File: config.mk
export PLATFORM = sky130hd
export DESIGN_NAME = head_tracker_frame_parser_unit_flat
export DESIGN_NICKNAME = d
export VERILOG_FILES = /design/src/rtl/core/hft_pkg.sv /design/src/rtl/core/hft_channels.sv /design/src/rtl/core/hft_csr.sv /design/src/rtl/core/hft_in_stage.sv /design/src/rtl/core/hft_parse.sv /design/src/rtl/core/head_tracker_frame_parser_unit.sv /design/src/flat_wrapper.sv
export SDC_FILE = /design/constraint.sdc
export NUM_CORES = 1
export LEC_CHECK = 0
export ABC_AREA = 1
export BUFFER_PORTS_ARGS = -buffer_cell sky130_fd_sc_hd__buf_2
export CAP_MARGIN = 20
export CORE_ASPECT_RATIO = 1.1
export CORE_UTILIZATION = 50
export CTS_BUF_LIST = sky130_fd_sc_hd__clkbuf_8
export CTS_CLUSTER_DIAMETER = 30
export DETAILED_ROUTE_END_ITERATION = 16
export PLACE_DENSITY = 0.78
export SETUP_SLACK_MARGIN = 0.4
export SKIP_CTS_REPAIR_TIMING = 1
export SLEW_MARGIN = 20
export SYNTH_ARGS = -nofsm -noshare
export SYNTH_HDL_FRONTEND = slang
export SYNTH_SLANG_ARGS = --single-unit
File: constraint.sdc
create_clock -name clock -period 3.8 [get_ports clock]
set_input_delay 0 -clock clock [delete_from_list [all_inputs] [get_ports clock]]
set_output_delay 0 -clock clock [all_outputs]
set_load 0.02 [all_outputs]
File: src/rtl/core/hft_pkg.sv
// Shared types and constants for the head tracker frame parser.
// No dependencies; every other file in rtl/core but hft_channels refers to this package.
package hft_pkg;

   // Item codes
   localparam logic OpPoll = 1'b0;
   localparam logic OpByte = 1'b1;

   // Result status codes
   localparam logic [1:0] StatusOk       = 2'd0;
   localparam logic [1:0] StatusChecksum = 2'd1;
   localparam logic [1:0] StatusHeader   = 2'd2;

   // Frame layout
   localparam logic [7:0] HdrMark      = 8'hFF;
   localparam int         PosW         = 3;
   localparam logic [PosW-1:0] HdrLastPos   = 3'd7;
   localparam logic [PosW-1:0] PlainLastPos = 3'd6;

   // Configuration port
   localparam int          CsrAddrW     = 3;
   localparam int          CsrDataW     = 32;
   localparam logic        RegPlainMode = 1'b0;

   typedef struct packed {
      logic       op;
      logic [7:0] rx_byte;
   } item_type;

   typedef struct packed {
      logic signed [15:0] yaw;
      logic signed [15:0] pitch;
      logic signed [15:0] roll;
      logic [1:0]         status;
   } result_type;

endpackage

File: src/rtl/core/hft_channels.sv
// Valid/ready channel interfaces for the head tracker frame parser.
// Depends on nothing but plain logic types.
interface hft_req_if;
   logic       valid;
   logic       ready;
   logic       op;
   logic [7:0] rx_byte;

   modport source (output valid, output op, output rx_byte, input ready);
   modport sink (input valid, input op, input rx_byte, output ready);
endinterface

interface hft_rsp_if;
   logic               valid;
   logic               ready;
   logic signed [15:0] yaw_out;
   logic signed [15:0] pitch_out;
   logic signed [15:0] roll_out;
   logic [1:0]         frame_status;

   modport source (output valid, output yaw_out, output pitch_out, output roll_out,
                   output frame_status, input ready);
   modport sink (input valid, input yaw_out, input pitch_out, input roll_out,
                 input frame_status, output ready);
endinterface

File: src/rtl/core/hft_csr.sv
// APB-style register file holding the plain_mode register.
// Depends on hft_pkg.
module hft_csr (
   input  logic                       clock,
   input  logic                       reset,
   input  logic                       psel,
   input  logic                       penable,
   input  logic                       pwrite,
   input  logic [hft_pkg::CsrAddrW-1:0] paddr,
   input  logic [hft_pkg::CsrDataW-1:0] pwdata,
   output logic [hft_pkg::CsrDataW-1:0] prdata,
   output logic                       pready,
   output logic                       plain_mode
);

   logic plain_mode_ff;
   logic plain_mode_in;
   logic sel_plain;

   assign pready    = 1'b1;
   assign sel_plain = (paddr[hft_pkg::CsrAddrW-1:2] == hft_pkg::RegPlainMode);

   always_comb begin
      plain_mode_in = plain_mode_ff;
      if (psel && penable && pwrite && sel_plain) begin
         plain_mode_in = pwdata[0];
      end
   end

   always_ff @(posedge clock) begin
      if (reset) begin
         plain_mode_ff <= 1'b0;
      end else begin
         plain_mode_ff <= plain_mode_in;
      end
   end

   assign prdata     = sel_plain ? {{(hft_pkg::CsrDataW-1){1'b0}}, plain_mode_ff}
                                 : '0;
   assign plain_mode = plain_mode_ff;

endmodule

File: src/rtl/core/hft_in_stage.sv
// Input register of the frame parser: captures one item per transfer.
// Depends on hft_pkg.
module hft_in_stage (
   input  logic              clock,
   input  logic              reset,
   input  logic              req_valid,
   output logic              req_ready,
   input  hft_pkg::item_type req_item,
   input  logic              take,
   output logic              item_valid,
   output hft_pkg::item_type item
);

   logic              valid_ff;
   logic              valid_in;
   hft_pkg::item_type item_ff;
   logic              load;

   // accept when empty or when the held item moves on this cycle
   assign req_ready = !valid_ff || take;
   assign load      = req_valid && req_ready;

   always_comb begin
      valid_in = valid_ff;
      if (load) begin
         valid_in = 1'b1;
      end else if (take) begin
         valid_in = 1'b0;
      end
   end

   always_ff @(posedge clock) begin
      if (reset) begin
         valid_ff <= 1'b0;
      end else begin
         valid_ff <= valid_in;
      end
   end

   always_ff @(posedge clock) begin
      if (load) begin
         item_ff <= req_item;
      end
   end

   assign item_valid = valid_ff;
   assign item       = item_ff;

endmodule

File: src/rtl/core/hft_parse.sv
// Frame state, checksum and angle assembly, plus the result register.
// Depends on hft_pkg.
module hft_parse (
   input  logic                clock,
   input  logic                reset,
   input  logic                plain_mode,
   input  logic                item_valid,
   input  hft_pkg::item_type   item,
   output logic                take,
   output logic                rsp_valid,
   input  logic                rsp_ready,
   output hft_pkg::result_type rsp_data
);

   logic [hft_pkg::PosW-1:0] pos_ff, pos_in;
   logic                     dead_ff, dead_in;
   logic [7:0]               sum_ff, sum_in;
   logic [15:0]              part_yaw_ff, part_yaw_in;
   logic [15:0]              part_pitch_ff, part_pitch_in;
   logic [15:0]              part_roll_ff, part_roll_in;
   logic [15:0]              held_yaw_ff, held_yaw_in;
   logic [15:0]              held_pitch_ff, held_pitch_in;
   logic [15:0]              held_roll_ff, held_roll_in;
   logic                     rsp_valid_ff, rsp_valid_in;
   hft_pkg::result_type      rsp_data_ff;

   logic [hft_pkg::PosW-1:0] last_pos;
   logic [hft_pkg::PosW-1:0] angle_idx;
   logic [7:0]               sum_next;
   logic                     emit;
   logic [1:0]               status;

   assign take      = item_valid && (!rsp_valid_ff || rsp_ready);
   assign last_pos  = plain_mode ? hft_pkg::PlainLastPos : hft_pkg::HdrLastPos;
   assign angle_idx = plain_mode ? pos_ff : pos_ff - 3'd1;
   assign sum_next  = sum_ff + item.rx_byte;

   always_comb begin
      pos_in        = pos_ff;
      dead_in       = dead_ff;
      sum_in        = sum_ff;
      part_yaw_in   = part_yaw_ff;
      part_pitch_in = part_pitch_ff;
      part_roll_in  = part_roll_ff;
      held_yaw_in   = held_yaw_ff;
      held_pitch_in = held_pitch_ff;
      held_roll_in  = held_roll_ff;
      emit          = 1'b0;
      status        = hft_pkg::StatusOk;
      if (take) begin
         if (item.op == hft_pkg::OpPoll) begin
            pos_in        = '0;
            sum_in        = '0;
            part_yaw_in   = '0;
            part_pitch_in = '0;
            part_roll_in  = '0;
            dead_in       = 1'b0;
         end else if (!dead_ff) begin
            if (pos_ff >= last_pos) begin
               // closing byte: checksum, unchecked in plain mode
               dead_in = 1'b1;
               emit    = 1'b1;
               if (plain_mode || (item.rx_byte == sum_ff)) begin
                  held_yaw_in   = part_yaw_ff;
                  held_pitch_in = part_pitch_ff;
                  held_roll_in  = part_roll_ff;
               end else begin
                  status = hft_pkg::StatusChecksum;
               end
            end else if (!plain_mode && (pos_ff == '0)) begin
               if (item.rx_byte != hft_pkg::HdrMark) begin
                  dead_in = 1'b1;
                  emit    = 1'b1;
                  status  = hft_pkg::StatusHeader;
               end else begin
                  sum_in = sum_next;
                  pos_in = pos_ff + 3'd1;
               end
            end else begin
               case (angle_idx[2:1])
                  2'd0: begin
                     if (angle_idx[0]) part_yaw_in[7:0] = item.rx_byte;
                     else part_yaw_in[15:8] = item.rx_byte;
                  end
                  2'd1: begin
                     if (angle_idx[0]) part_pitch_in[7:0] = item.rx_byte;
                     else part_pitch_in[15:8] = item.rx_byte;
                  end
                  default: begin
                     if (angle_idx[0]) part_roll_in[7:0] = item.rx_byte;
                     else part_roll_in[15:8] = item.rx_byte;
                  end
               endcase
               sum_in = sum_next;
               pos_in = pos_ff + 3'd1;
            end
         end
      end
   end

   always_comb begin
      rsp_valid_in = rsp_valid_ff;
      if (emit) begin
         rsp_valid_in = 1'b1;
      end else if (rsp_ready) begin
         rsp_valid_in = 1'b0;
      end
   end

   always_ff @(posedge clock) begin
      if (reset) begin
         pos_ff        <= '0;
         dead_ff       <= 1'b1;
         sum_ff        <= '0;
         part_yaw_ff   <= '0;
         part_pitch_ff <= '0;
         part_roll_ff  <= '0;
         held_yaw_ff   <= '0;
         held_pitch_ff <= '0;
         held_roll_ff  <= '0;
         rsp_valid_ff  <= 1'b0;
      end else begin
         pos_ff        <= pos_in;
         dead_ff       <= dead_in;
         sum_ff        <= sum_in;
         part_yaw_ff   <= part_yaw_in;
         part_pitch_ff <= part_pitch_in;
         part_roll_ff  <= part_roll_in;
         held_yaw_ff   <= held_yaw_in;
         held_pitch_ff <= held_pitch_in;
         held_roll_ff  <= held_roll_in;
         rsp_valid_ff  <= rsp_valid_in;
      end
   end

   always_ff @(posedge clock) begin
      if (emit) begin
         rsp_data_ff.yaw    <= held_yaw_in;
         rsp_data_ff.pitch  <= held_pitch_in;
         rsp_data_ff.roll   <= held_roll_in;
         rsp_data_ff.status <= status;
      end
   end

   assign rsp_valid = rsp_valid_ff;
   assign rsp_data  = rsp_data_ff;

`ifndef SYNTH
   a_poll_restarts: assert property (@(posedge clock) disable iff (reset)
      take && (item.op == hft_pkg::OpPoll) |=> !dead_ff && (pos_ff == '0) && (sum_ff == '0))
      else $error("poll did not restart the frame");

   a_result_ends_frame: assert property (@(posedge clock) disable iff (reset)
      emit |=> dead_ff && rsp_valid_ff)
      else $error("result without frame end");

   a_result_matches_held: assert property (@(posedge clock) disable iff (reset)
      rsp_valid_ff |-> (rsp_data_ff.yaw == held_yaw_ff) && (rsp_data_ff.pitch == held_pitch_ff)
                       && (rsp_data_ff.roll == held_roll_ff))
      else $error("pending result disagrees with held angles");

   a_no_emit_when_dead: assert property (@(posedge clock) disable iff (reset)
      take && dead_ff && (item.op == hft_pkg::OpByte) |-> !emit)
      else $error("result from a dead frame");
`endif

endmodule

File: src/rtl/core/head_tracker_frame_parser_unit.sv
// Top level of the head tracker frame parser: channels, register port, core.
// Depends on hft_pkg, hft_channels, hft_csr, hft_in_stage and hft_parse.
//
//   channel   direction  payload                                       handshake
//   req_if    in         op, rx_byte                                   valid/ready
//   rsp_if    out        yaw_out, pitch_out, roll_out, frame_status    valid/ready
//   csr       in/out     plain_mode at byte address 0 (APB-style)      psel/penable
//
// One byte or poll is accepted per cycle while no result is stalled; each item
// is resolved in the input register, and its result (if any) is written to the
// output register as the item leaves it, then offered on rsp_if. A stalled
// result holds the input register, and so req_if once that register is full,
// until taken. Reset is synchronous and leaves the parser waiting for a poll.
module head_tracker_frame_parser_unit (
   input  logic                         clock,
   input  logic                         reset,
   hft_req_if.sink                      req_if,
   hft_rsp_if.source                    rsp_if,
   input  logic                         psel,
   input  logic                         penable,
   input  logic                         pwrite,
   input  logic [hft_pkg::CsrAddrW-1:0] paddr,
   input  logic [hft_pkg::CsrDataW-1:0] pwdata,
   output logic [hft_pkg::CsrDataW-1:0] prdata,
   output logic                         pready
);

   logic                plain_mode;
   logic                take;
   logic                item_valid;
   hft_pkg::item_type   req_item;
   hft_pkg::item_type   item;
   hft_pkg::result_type rsp_data;
   logic                req_ready;
   logic                rsp_valid;

   assign req_item.op      = req_if.op;
   assign req_item.rx_byte = req_if.rx_byte;
   assign req_if.ready     = req_ready;

   hft_csr u_csr (
      .clock      (clock),
      .reset      (reset),
      .psel       (psel),
      .penable    (penable),
      .pwrite     (pwrite),
      .paddr      (paddr),
      .pwdata     (pwdata),
      .prdata     (prdata),
      .pready     (pready),
      .plain_mode (plain_mode)
   );

   hft_in_stage u_in_stage (
      .clock      (clock),
      .reset      (reset),
      .req_valid  (req_if.valid),
      .req_ready  (req_ready),
      .req_item   (req_item),
      .take       (take),
      .item_valid (item_valid),
      .item       (item)
   );

   hft_parse u_parse (
      .clock      (clock),
      .reset      (reset),
      .plain_mode (plain_mode),
      .item_valid (item_valid),
      .item       (item),
      .take       (take),
      .rsp_valid  (rsp_valid),
      .rsp_ready  (rsp_if.ready),
      .rsp_data   (rsp_data)
   );

   assign rsp_if.valid        = rsp_valid;
   assign rsp_if.yaw_out      = rsp_data.yaw;
   assign rsp_if.pitch_out    = rsp_data.pitch;
   assign rsp_if.roll_out     = rsp_data.roll;
   assign rsp_if.frame_status = rsp_data.status;

endmodule
File: src/flat_wrapper.sv
// flat-port wrapper written by rule: the top's interface ports become plain ports
module head_tracker_frame_parser_unit_flat 
  (clock, reset, psel, penable, pwrite, paddr, pwdata, prdata, pready, req_if_valid, req_if_op, req_if_rx_byte, req_if_ready, rsp_if_valid, rsp_if_yaw_out, rsp_if_pitch_out, rsp_if_roll_out, rsp_if_frame_status, rsp_if_ready);
  hft_req_if req_if_i ();
  hft_rsp_if rsp_if_i ();
  input  logic clock;
  input  logic reset;
  input  logic psel;
  input  logic penable;
  input  logic pwrite;
  input  logic [hft_pkg::CsrAddrW-1:0] paddr;
  input  logic [hft_pkg::CsrDataW-1:0] pwdata;
  output logic [hft_pkg::CsrDataW-1:0] prdata;
  output logic pready;
  input wire logic [$bits(req_if_i.valid)-1:0] req_if_valid;
  input wire logic [$bits(req_if_i.op)-1:0] req_if_op;
  input wire logic [$bits(req_if_i.rx_byte)-1:0] req_if_rx_byte;
  output wire logic [$bits(req_if_i.ready)-1:0] req_if_ready;
  output wire logic [$bits(rsp_if_i.valid)-1:0] rsp_if_valid;
  output wire logic [$bits(rsp_if_i.yaw_out)-1:0] rsp_if_yaw_out;
  output wire logic [$bits(rsp_if_i.pitch_out)-1:0] rsp_if_pitch_out;
  output wire logic [$bits(rsp_if_i.roll_out)-1:0] rsp_if_roll_out;
  output wire logic [$bits(rsp_if_i.frame_status)-1:0] rsp_if_frame_status;
  input wire logic [$bits(rsp_if_i.ready)-1:0] rsp_if_ready;
  assign req_if_i.valid = req_if_valid;
  assign req_if_i.op = req_if_op;
  assign req_if_i.rx_byte = req_if_rx_byte;
  assign req_if_ready = req_if_i.ready;
  assign rsp_if_valid = rsp_if_i.valid;
  assign rsp_if_yaw_out = rsp_if_i.yaw_out;
  assign rsp_if_pitch_out = rsp_if_i.pitch_out;
  assign rsp_if_roll_out = rsp_if_i.roll_out;
  assign rsp_if_frame_status = rsp_if_i.frame_status;
  assign rsp_if_i.ready = rsp_if_ready;
  head_tracker_frame_parser_unit u_core (.clock(clock), .reset(reset), .req_if(req_if_i), .rsp_if(rsp_if_i), .psel(psel), .penable(penable), .pwrite(pwrite), .paddr(paddr), .pwdata(pwdata), .prdata(prdata), .pready(pready));
endmodule
==> impl_metrics.py, run 1 <==
metrics = {
    "worst_setup_path": {
        "cp_data_arrival_time_ns": 2.97,
        "cp.required_ns": 4.15,
        "end_kind": "flop",
        "crit_type": "flop to flop",
        "cp_max_fo": 12,
        "cp-start-kind": "flop",
    },
    "sta": {
        "maxSlewViolCount": 0,
        "fin_skew_ns": 0.0123,
        "min_period_ns": 2.62,
        "finalHoldViolations": 0,
        "max-slew-margin-rel_pct": 35.3,
        "finalSetupViolCount": 0,
        "finalSetupTns_ns": 0,
        "fin_crit_sh_pct": 68.9,
        "rsz0062_at_grt": "false",
        "max_freq_mhz": 382,
        "tightest_slew_ns": 0.964,
    },
    "finish": {
        "seq_area_sq_um": 3990,
        "final_layout_size_suffix_gt1_share_pct": 13.3,
        "fillers": 1195,
        "diodes": 0,
        "fin_nets": 972,
        "areaGrowthSynthToFinish_pct": 13.5,
        "multi_input_area_sq_um": 2240,
        "stdcell_area_sq_um": 7990,
    },
    "flow_run": {
        "max_cap_violations": 0,
    },
    "grt": {
        "antenna_found_initial": 0,
        "grt_pass1_wl_mm": 20.4,
        "grt_use_met1_pct": 23.3,
        "track_usage_pct": 18.5,
        "grt_use_met2_pct": 30.0,
        "met3_usage_pct": 4.59,
        "grt_max_degree": 76,
        "grt-ovfl-total": 0,
        "busiest_layer": "met2",
        "grt_pass1_vias": 4462,
    },
    "synth": {
        "synth_area_per_cell_sq_um": 8.45,
        "synth_area_sq_um": 7050,
        "ys_ff_latch": 170,
        "ys_warn_count": 0,
        "ys_seq_area_share_pct": 56.7,
        "synth_top_area_cell": "dfxtp_1",
        "synth_cell_type_count": 33,
        "synth_area_leaders": "dfxtp_1, edfxtp_1, nand2_1, inv_1, nor2_1",
        "netlist.area_leader.share_pct": 31.5,
        "synth_cells": 834,
    },
    "clock_network": {
        "clk_pin_slew_ns": 0.08,
        "clock_latency_ns": 0.46,
        "htreeDepth": 4,
        "cts_root_buffer": "clkbuf_8",
        "cts.sinks": 170,
        "cts_tree": "yes",
        "cts_buffers": 17,
        "cts_buffer_depth": 2,
    },
    "route": {
        "wl_mm": 12.8,
        "wire_per_inst_um": 11.5,
        "drc": 0,
        "via_per_inst": 4.64,
        "drt_iter0_drc": 347,
        "ant_nets": 0,
        "firstDrtPassIters": 5,
        "vias": 5154,
    },
    "floorplan": {
        "io_pins": 136,
        "coreArea_sq_um": 13800,
        "initial_core_util_pct": 51.1,
        "die_h_um": 127,
        "die_w_um": 115,
        "dieArea_sq_um": 14600,
        "rows": 45,
    },
    "power_and_ir_drop": {
        "leakagePower_nw": 4.02,
        "cellPowerDensity_nw_per_um2": 448,
        "peakVddDrop_mv": 0.243,
    },
    "status": {
        "outcome": "finished clean",
    },
    "placement": {
        "dp_hpwl_mm": 8.39,
        "place_congestion": 0.907,
        "dpl_cell_area_sq_um": 7410,
        "portBuffers": 70,
    },
    "min_path": {
        "hold_class": "primary input to flop",
    },
}
[critical path: stages (launching register included)]
cell	delay, ns
dfxtp_1	0.34
inv_1	0.10
ha_1	0.33
inv_1	0.07
nand2_1	0.06
nand4_2	0.14
o21ai_0	0.11
nor2_1	0.56
nand2_1	0.44
o21ai_0	0.31
nor2_1	0.06
[registers in the layout, summed over array words and instances (netlist names)]
register                      cells
u_core.u_parse.pos_ff             3
u_core.u_parse.dead_ff            1
u_core.u_csr.plain_mode           1
u_core.u_in_stage.item            9
u_core.u_parse.held_yaw_ff       16
u_core.u_parse.rsp_valid          1
u_core.u_parse.sum_ff             8
u_core.u_parse.part_yaw_ff       16
u_core.u_parse.rsp_data          50
u_core.u_parse.part_pitch_ff     16
u_core.u_parse.held_roll_ff      16
u_core.u_parse.held_pitch_ff     16
u_core.u_parse.part_roll_ff      16
u_core.u_in_stage.item_valid      1
[per-stage QoR]
stage | hold slack, ns | setup WS (ns) | instances | total power [mW] | util [%]
detailed placement | 0.178 | 1.24 | 1066 | 2.16 | 53.7
CTS | -0.322 | 1.18 | 1098 | 3.60 | 57.1
finish | 0.0202 | 1.18 | 1110 | 3.58 | 58.0
global placement | 0.178 | 1.27 | 1066 | 2.16 | 53.7
floorplan | 0.0798 | 0.988 | 864 | 2.13 | -
global route | 0.0729 | 0.921 | 1110 | 3.71 | 58.0
[routing by layer]
layer / wire length, um / up-vias
li1: - / 2686
met1: 5800 / 2305
met2: 6100 / 136
met3: 624 / 27
met4: 268 / 0
met5: 0 / -
[cell usage in the layout, fill, tap and decap left out, types with 2 or more instances in the layout]
cell and instances:
a21oi_1 35, buf_2 70, buf_4 5, bufinv_16 5, clkbuf_8 18, clkinvlp_4 4, conb_1 32, dfxtp_1 111
dlygate4sd3_1 12, edfxtp_1 59, ha_1 11, inv_1 138, inv_2 2, inv_6 2, nand2_1 167, nand2_2 3
nand3_1 21, nand3_2 2, nand3b_1 2, nand4_1 11, nor2_1 122, nor2_2 2, nor3_1 3, o21ai_0 28
o21ai_1 41, or2_2 2
[synth_stat cells (all sizes together)]
| cell | n |
|---|---|
| clkinv | 1 |
| nor2 | 125 |
| buf | 45 |
| or2 | 2 |
| ha | 11 |
| o311a | 1 |
| a21o | 1 |
| o21ai | 69 |
| nor3 | 3 |
| clkbuf | 17 |
| nand2 | 170 |
| nand3b | 2 |
| xor2 | 2 |
| nand3 | 23 |
| a21oi | 36 |
| nand4 | 12 |
| xnor2 | 1 |
| dfxtp | 111 |
| inv | 140 |
| conb | 2 |
| edfxtp | 59 |
| fa | 1 |
[kinds of logic after synthesis]
group	count (synthesis)	synth area share, %
and+or+nand+nor	337	19.5
buffers and inverters	203	13.2
DFF	170	56.7
AOI/OAI and AO/OA	107	7.71
adders and majority gates	12	2.24
xor gates and xnor gates	3	0.480
other	2	0.107
[worst paths after layout]
path,startpoint,end,slack (ns),depth (start not counted)
worst max-delay path,u_core.u_parse.pos_ff[0],u_core.u_parse.part_yaw_ff[2],1.18,10
worst min-delay path,rsp_if_ready,u_core.u_parse.rsp_valid,0.02,6
worst max register to register,u_core.u_parse.pos_ff[0],u_core.u_parse.part_yaw_ff[2],1.18,10
worst min register to register,u_core.u_parse.part_roll_ff[1],u_core.u_parse.part_roll_ff[1],0.46,2
[layout make-up]
cell class | instances | area share, %
clock buffer | 18 | 3.10
clock inverter | 14 | 2.72
multi-input combinational | 491 | 28.0
sequential | 170 | 50.0
inverter | 141 | 6.62
tap | 188 | 2.94
timing repair buffer | 88 | 6.61
[power by group]
part / internal [mW] / switching, mW / total, mW
Sequential: 1.90 / 0.0247 / 1.92
Clock: 0.802 / 0.646 / 1.45
Combinational: 0.0588 / 0.149 / 0.208
Total: 2.76 / 0.820 / 3.58
No activity file was read; power rests on OpenSTA's default activity.
==> run 2: changes to the inputs <==
--- a/config.mk
+++ b/config.mk
@@ -13,7 +13,7 @@
 export CTS_BUF_LIST = sky130_fd_sc_hd__clkbuf_8
 export CTS_CLUSTER_DIAMETER = 30
 export DETAILED_ROUTE_END_ITERATION = 16
-export PLACE_DENSITY = 0.78
+export PLACE_DENSITY = 0.75
 export SETUP_SLACK_MARGIN = 0.4
 export SKIP_CTS_REPAIR_TIMING = 1
 export SLEW_MARGIN = 20
==> constraint.sdc (replaced) <==
create_clock -name clock -period 2.58 [get_ports clock]
set_input_delay 0 -clock clock [delete_from_list [all_inputs] [get_ports clock]]
set_output_delay 0 -clock clock [all_outputs]
set_load 0.02 [all_outputs]
==> run 2 against run 1 <==
Clock-buffer cell count did not move. Routed wire length increased by 14%. Clock skew rose by 0.0050 ns. Non-clock buffer count grew 15. Cell count increased by 1.4%. Critical endpoint is now u_core.u_parse.rsp_data[42]. Largest power group unchanged.
==> impl_metrics.py, run 2 (synthesis results as in run 1) <==
metrics = {
    "clock_network": {
        "cts_buffer_depth": 2,
        "cts_tree": "yes",
        "cts.sinks": 170,
        "clk_pin_slew_ns": 0.09,
        "cts_root_buffer": "clkbuf_8",
        "clock_latency_ns": 0.47,
        "htreeDepth": 4,
        "cts_buffers": 17,
    },
    "sta": {
        "hold-worst-slack_ns": 0.0173,
        "maxSlewViolCount": 0,
        "rsz0062_at_grt": "false",
        "finalHoldViolations": 0,
        "fin_skew_ns": 0.0172,
        "min_period_ns": 2.12,
        "finalSetupViolCount": 0,
        "max-slew-margin-rel_pct": 35.9,
        "tightest_slew_ns": 0.956,
        "max_freq_mhz": 471,
        "finalSetupTns_ns": 0,
        "fin_crit_sh_pct": 82.2,
    },
    "finish": {
        "stdcell_area_sq_um": 8220,
        "layout_commonest_cell": "nand2_1",
        "final_layout_size_suffix_gt1_share_pct": 18.7,
        "largest_reg_flops": 50,
        "mostFrequentLayoutCells": "nand2_1, inv_1, nor2_1, dfxtp_1, buf_2",
        "diodes": 0,
        "fin_nets": 987,
        "utilization_pct": 59.6,
        "areaGrowthSynthToFinish_pct": 16.7,
    },
    "grt": {
        "track_usage_pct": 18.6,
        "grt-ovfl-total": 0,
        "antenna_found_initial": 0,
        "grt_pass1_wl_mm": 20.9,
        "grt_max_degree": 97,
        "grt_pass1_vias": 4541,
    },
    "power_and_ir_drop": {
        "cellPowerDensity_nw_per_um2": 593,
        "finalPower_mw": 4.88,
        "leakagePower_nw": 4.13,
        "peakVddDrop_mv": 0.361,
    },
    "floorplan": {
        "io_pins": 136,
        "die_h_um": 127,
        "coreArea_sq_um": 13800,
        "rows": 45,
        "dieArea_sq_um": 14600,
        "initial_core_util_pct": 51.1,
        "die_w_um": 115,
    },
    "route": {
        "firstDrtPassIters": 4,
        "vias": 5318,
        "via_per_inst": 4.73,
        "drc": 0,
        "wl_mm": 14.6,
        "drt_iter0_drc": 394,
        "wire_per_inst_um": 13.0,
        "ant_nets": 0,
    },
    "placement": {
        "place_congestion": 0.884,
        "dpl_cell_area_sq_um": 7480,
        "dp_hpwl_mm": 8.47,
        "portBuffers": 70,
    },
    "flow_run": {
        "max_cap_violations": 0,
    },
    "worst_setup_path": {
        "cp-start-kind": "flop",
        "cp_max_fo": 24,
        "cp.required_ns": 2.79,
        "crit_type": "flop to flop",
        "end_kind": "flop",
        "cp_data_arrival_time_ns": 2.33,
    },
    "status": {
        "outcome": "finished clean",
    },
    "min_path": {
        "hold_class": "primary input to flop",
    },
}
## run 2: changes by cell type in the layout (fill, tap and decap cells not counted), sizes merged
cell	previous run	this run
inv	143	144
clkinv	3	9
buf	76	89
clkinvlp	4	1
bufinv	5	1
clkbuf	18	20
## run 2: critical path, stage by stage (launching register included)
cell	delay, ns
edfxtp_1	0.45
ha_2	0.43
inv_1	0.05
nand3_1	0.07
nand3b_1	0.10
nand2_1	0.11
nand2_4	0.17
buf_16	0.20
nand2_1	0.08
o21ai_1	0.12
inv_1	0.08
## run 2: path summary, 6_finish.rpt
path / startpoint / end / slack (ns) / depth (start not counted)
max: u_core.u_in_stage.item[2] / u_core.u_parse.rsp_data[42] / 0.46 / 10
min: rsp_if_ready / u_core.u_parse.rsp_valid / 0.02 / 6
max reg2reg: u_core.u_in_stage.item[2] / u_core.u_parse.rsp_data[42] / 0.46 / 10
min reg2reg: u_core.u_parse.part_roll_ff[7] / u_core.u_parse.part_roll_ff[7] / 0.47 / 2
## run 2: per-stage QoR
| stage | std cells | setup WS (ns) |
|---|---|---|
| after floorplan | 864 | 0.396 |
| after global placement | 1069 | 0.457 |
| after detailed placement | 1069 | 0.388 |
| after CTS | 1101 | 0.353 |
| after global routing | 1125 | 0.340 |
| final | 1125 | 0.459 |
## run 2: layout make-up
cell class	instances	area, sq um
multi-input cells	491	2400
fillers	1214	5570
repair buffers	103	707
flip-flops and latches	170	4000
clock buffers	18	248
inverters	141	532
well taps	188	235
clock inverters	14	104
## run 2: where the power goes
part | internal, mW | switching (mW)
logic | 0.108 | 0.239
clock network | 0.773 | 0.929
registers | 2.80 | 0.0305
total | 3.68 | 1.20
## run 2: layer usage
| layer | track usage [%] | wire, um |
|---|---|---|
| met5 | 0 | 0 |
| met1 | 23.2 | 6380 |
| met2 | 29.9 | 7210 |
| met3 | 4.25 | 730 |
| met4 | 10.0 | 277 |
==> run 3: changes to the inputs <==
==> constraint.sdc (replaced) <==
create_clock -name clock -period 2.2 [get_ports clock]
set_input_delay 0 -clock clock [delete_from_list [all_inputs] [get_ports clock]]
set_output_delay 0 -clock clock [all_outputs]
set_load 0.02 [all_outputs]
==> run 3 against run 2 <==
Core utilization up 7.5 points. Sequential power is 18% higher. Global-route usage down 0.27 points. Non-clock buffer count is 39 higher. Critical path depth shrank 1. Routed wire length rose by 20%. Cell count grew 3.7%. Combinational power is 64% higher. Via count increased by 12%.
==> impl_metrics.py, run 3 (synthesis results as in run 1) <==
metrics = {
    "power_and_ir_drop": {
        "leakagePower_nw": 4.47,
        "finalPower_mw": 6.09,
        "cellPowerDensity_nw_per_um2": 658,
        "peakVddDrop_mv": 0.353,
    },
    "finish": {
        "stdcell_count": 1167,
        "utilization_pct": 67.1,
        "areaGrowthSynthToFinish_pct": 31.4,
        "mostFrequentLayoutCells": "nand2_1, inv_1, nor2_1, dfxtp_1, buf_2",
        "stdcell_area_sq_um": 9260,
        "largest_reg_flops": 50,
        "final_layout_size_suffix_gt1_share_pct": 29.6,
        "diodes": 0,
        "fin_nets": 1029,
        "layout_commonest_cell": "nand2_1",
    },
    "floorplan": {
        "die_h_um": 127,
        "rows": 45,
        "die_w_um": 115,
        "initial_core_util_pct": 51.1,
        "coreArea_sq_um": 13800,
        "dieArea_sq_um": 14600,
        "io_pins": 136,
    },
    "clock_network": {
        "cts_root_buffer": "clkbuf_8",
        "cts_buffers": 17,
        "htreeDepth": 4,
        "clock_latency_ns": 0.47,
        "cts.sinks": 170,
        "clk_pin_slew_ns": 0.09,
        "cts_tree": "yes",
        "cts_buffer_depth": 2,
    },
    "grt": {
        "grt_pass1_wl_mm": 20.7,
        "antenna_found_initial": 0,
        "grt-ovfl-total": 0,
        "grt_max_degree": 58,
        "grt_pass1_vias": 4446,
        "track_usage_pct": 18.4,
    },
    "worst_setup_path": {
        "cp-start-kind": "flop",
        "crit_type": "flop to flop",
        "ff2ff_path_depth": 9,
        "r2r-start": "u_core.u_in_stage.item[8]",
        "end_kind": "flop",
        "cp.required_ns": 2.56,
        "crit_start": "u_core.u_in_stage.item[8]",
        "cp_data_arrival_time_ns": 2.47,
        "r2r_end": "u_core.u_parse.part_yaw_ff[4]",
        "cp_max_fo": 7,
        "critPathCapture": "u_core.u_parse.part_yaw_ff[4]",
        "timing.reg2reg.setup_slack_ns": 0.09,
    },
    "sta": {
        "finalSetupTns_ns": 0,
        "max_freq_mhz": 473,
        "min_period_ns": 2.11,
        "fin_crit_sh_pct": 96.1,
        "fin_ws_ns": 0.0866,
        "finalHoldViolations": 0,
        "rsz0062_at_grt": "true",
        "fin_skew_ns": 0.0105,
        "finalSetupViolCount": 0,
        "maxSlewViolCount": 0,
        "hold-worst-slack_ns": 0.000708,
    },
    "route": {
        "wl_mm": 17.5,
        "firstDrtPassIters": 6,
        "wire_per_inst_um": 15.0,
        "ant_nets": 0,
        "vias": 5939,
        "drc": 0,
        "drt_iter0_drc": 414,
        "via_per_inst": 5.09,
    },
    "placement": {
        "place_congestion": 0.889,
        "dpl_cell_area_sq_um": 7560,
        "dp_hpwl_mm": 8.49,
        "pre_cts_slack_ns": 0.177,
        "dp.cells": 1074,
        "portBuffers": 70,
    },
    "status": {
        "outcome": "finished clean",
    },
    "min_path": {
        "hold_class": "primary input to flop",
    },
    "flow_run": {
        "max_cap_violations": 0,
    },
}
[run 3: changes by cell type in the layout (fill, tap and decap cells not counted), sizes merged]
cell         before  now
clkbuf           20   25
nor2            125  126
dlygate4sd3      12   13
nand2           170  172
clkinvlp          1    6
buf              89  122
clkinv            9    4
inv             144  143
bufinv            1    2
[run 3: worst max-delay path: stages, from the launching register on]
cell and delay (ns):
edfxtp_1 0.58, buf_4 0.23, nand4_4 0.15, buf_6 0.13, o21ai_2 0.07, nor2_4 0.21
buf_6 0.19, nand2_4 0.09, o21ai_0 0.26, nor2_1 0.08
[run 3: cell type report]
| class | count | area, sq um |
|---|---|---|
| Tap cell | 188 | 235 |
| Multi-Input combinational cell | 494 | 2860 |
| Clock buffer | 18 | 248 |
| Sequential cell | 170 | 4000 |
| Timing Repair Buffer | 142 | 1220 |
| Clock inverter | 14 | 148 |
| Inverter | 141 | 544 |
| Fill cell | 985 | 4540 |
[run 3: worst min path at each step]
| stage | to | slack (ns) | start | cells after the start |
|---|---|---|---|---|
| 3_5_place_dp | u_core.u_in_stage.item[1] | 0.18 | req_if_rx_byte[1] | 1 |
| 5_1_grt | u_core.u_parse.rsp_valid | 0.05 | rsp_if_ready | 6 |
| 2_1_floorplan | prdata[0] | 0.08 | paddr[2] | 1 |
| 4_1_cts | u_core.u_in_stage.item[8] | -0.30 | req_if_op | 1 |
| 3_3_place_gp | u_core.u_in_stage.item[7] | 0.18 | req_if_rx_byte[7] | 1 |
| 6_report | u_core.u_parse.rsp_valid | 0.0007 | rsp_if_ready | 6 |
[run 3: report_power, final]
group / total (mW) / internal (mW) / switching [mW]
sequential: 3.33 / 3.28 / 0.0485
clock: 2.20 / 1.04 / 1.16
combinational: 0.568 / 0.207 / 0.361
total: 6.09 / 4.52 / 1.57
[run 3: routing by layer]
layer	up-vias	GRT usage (%)	wire length [um]	share of wire, %
met5	-	0	0	0
met4	0	7.26	701	4.0
met3	57	4.01	1080	6.1
met2	269	30.5	8950	51
met1	2806	23.2	6820	39
li1	2807	-	-	-
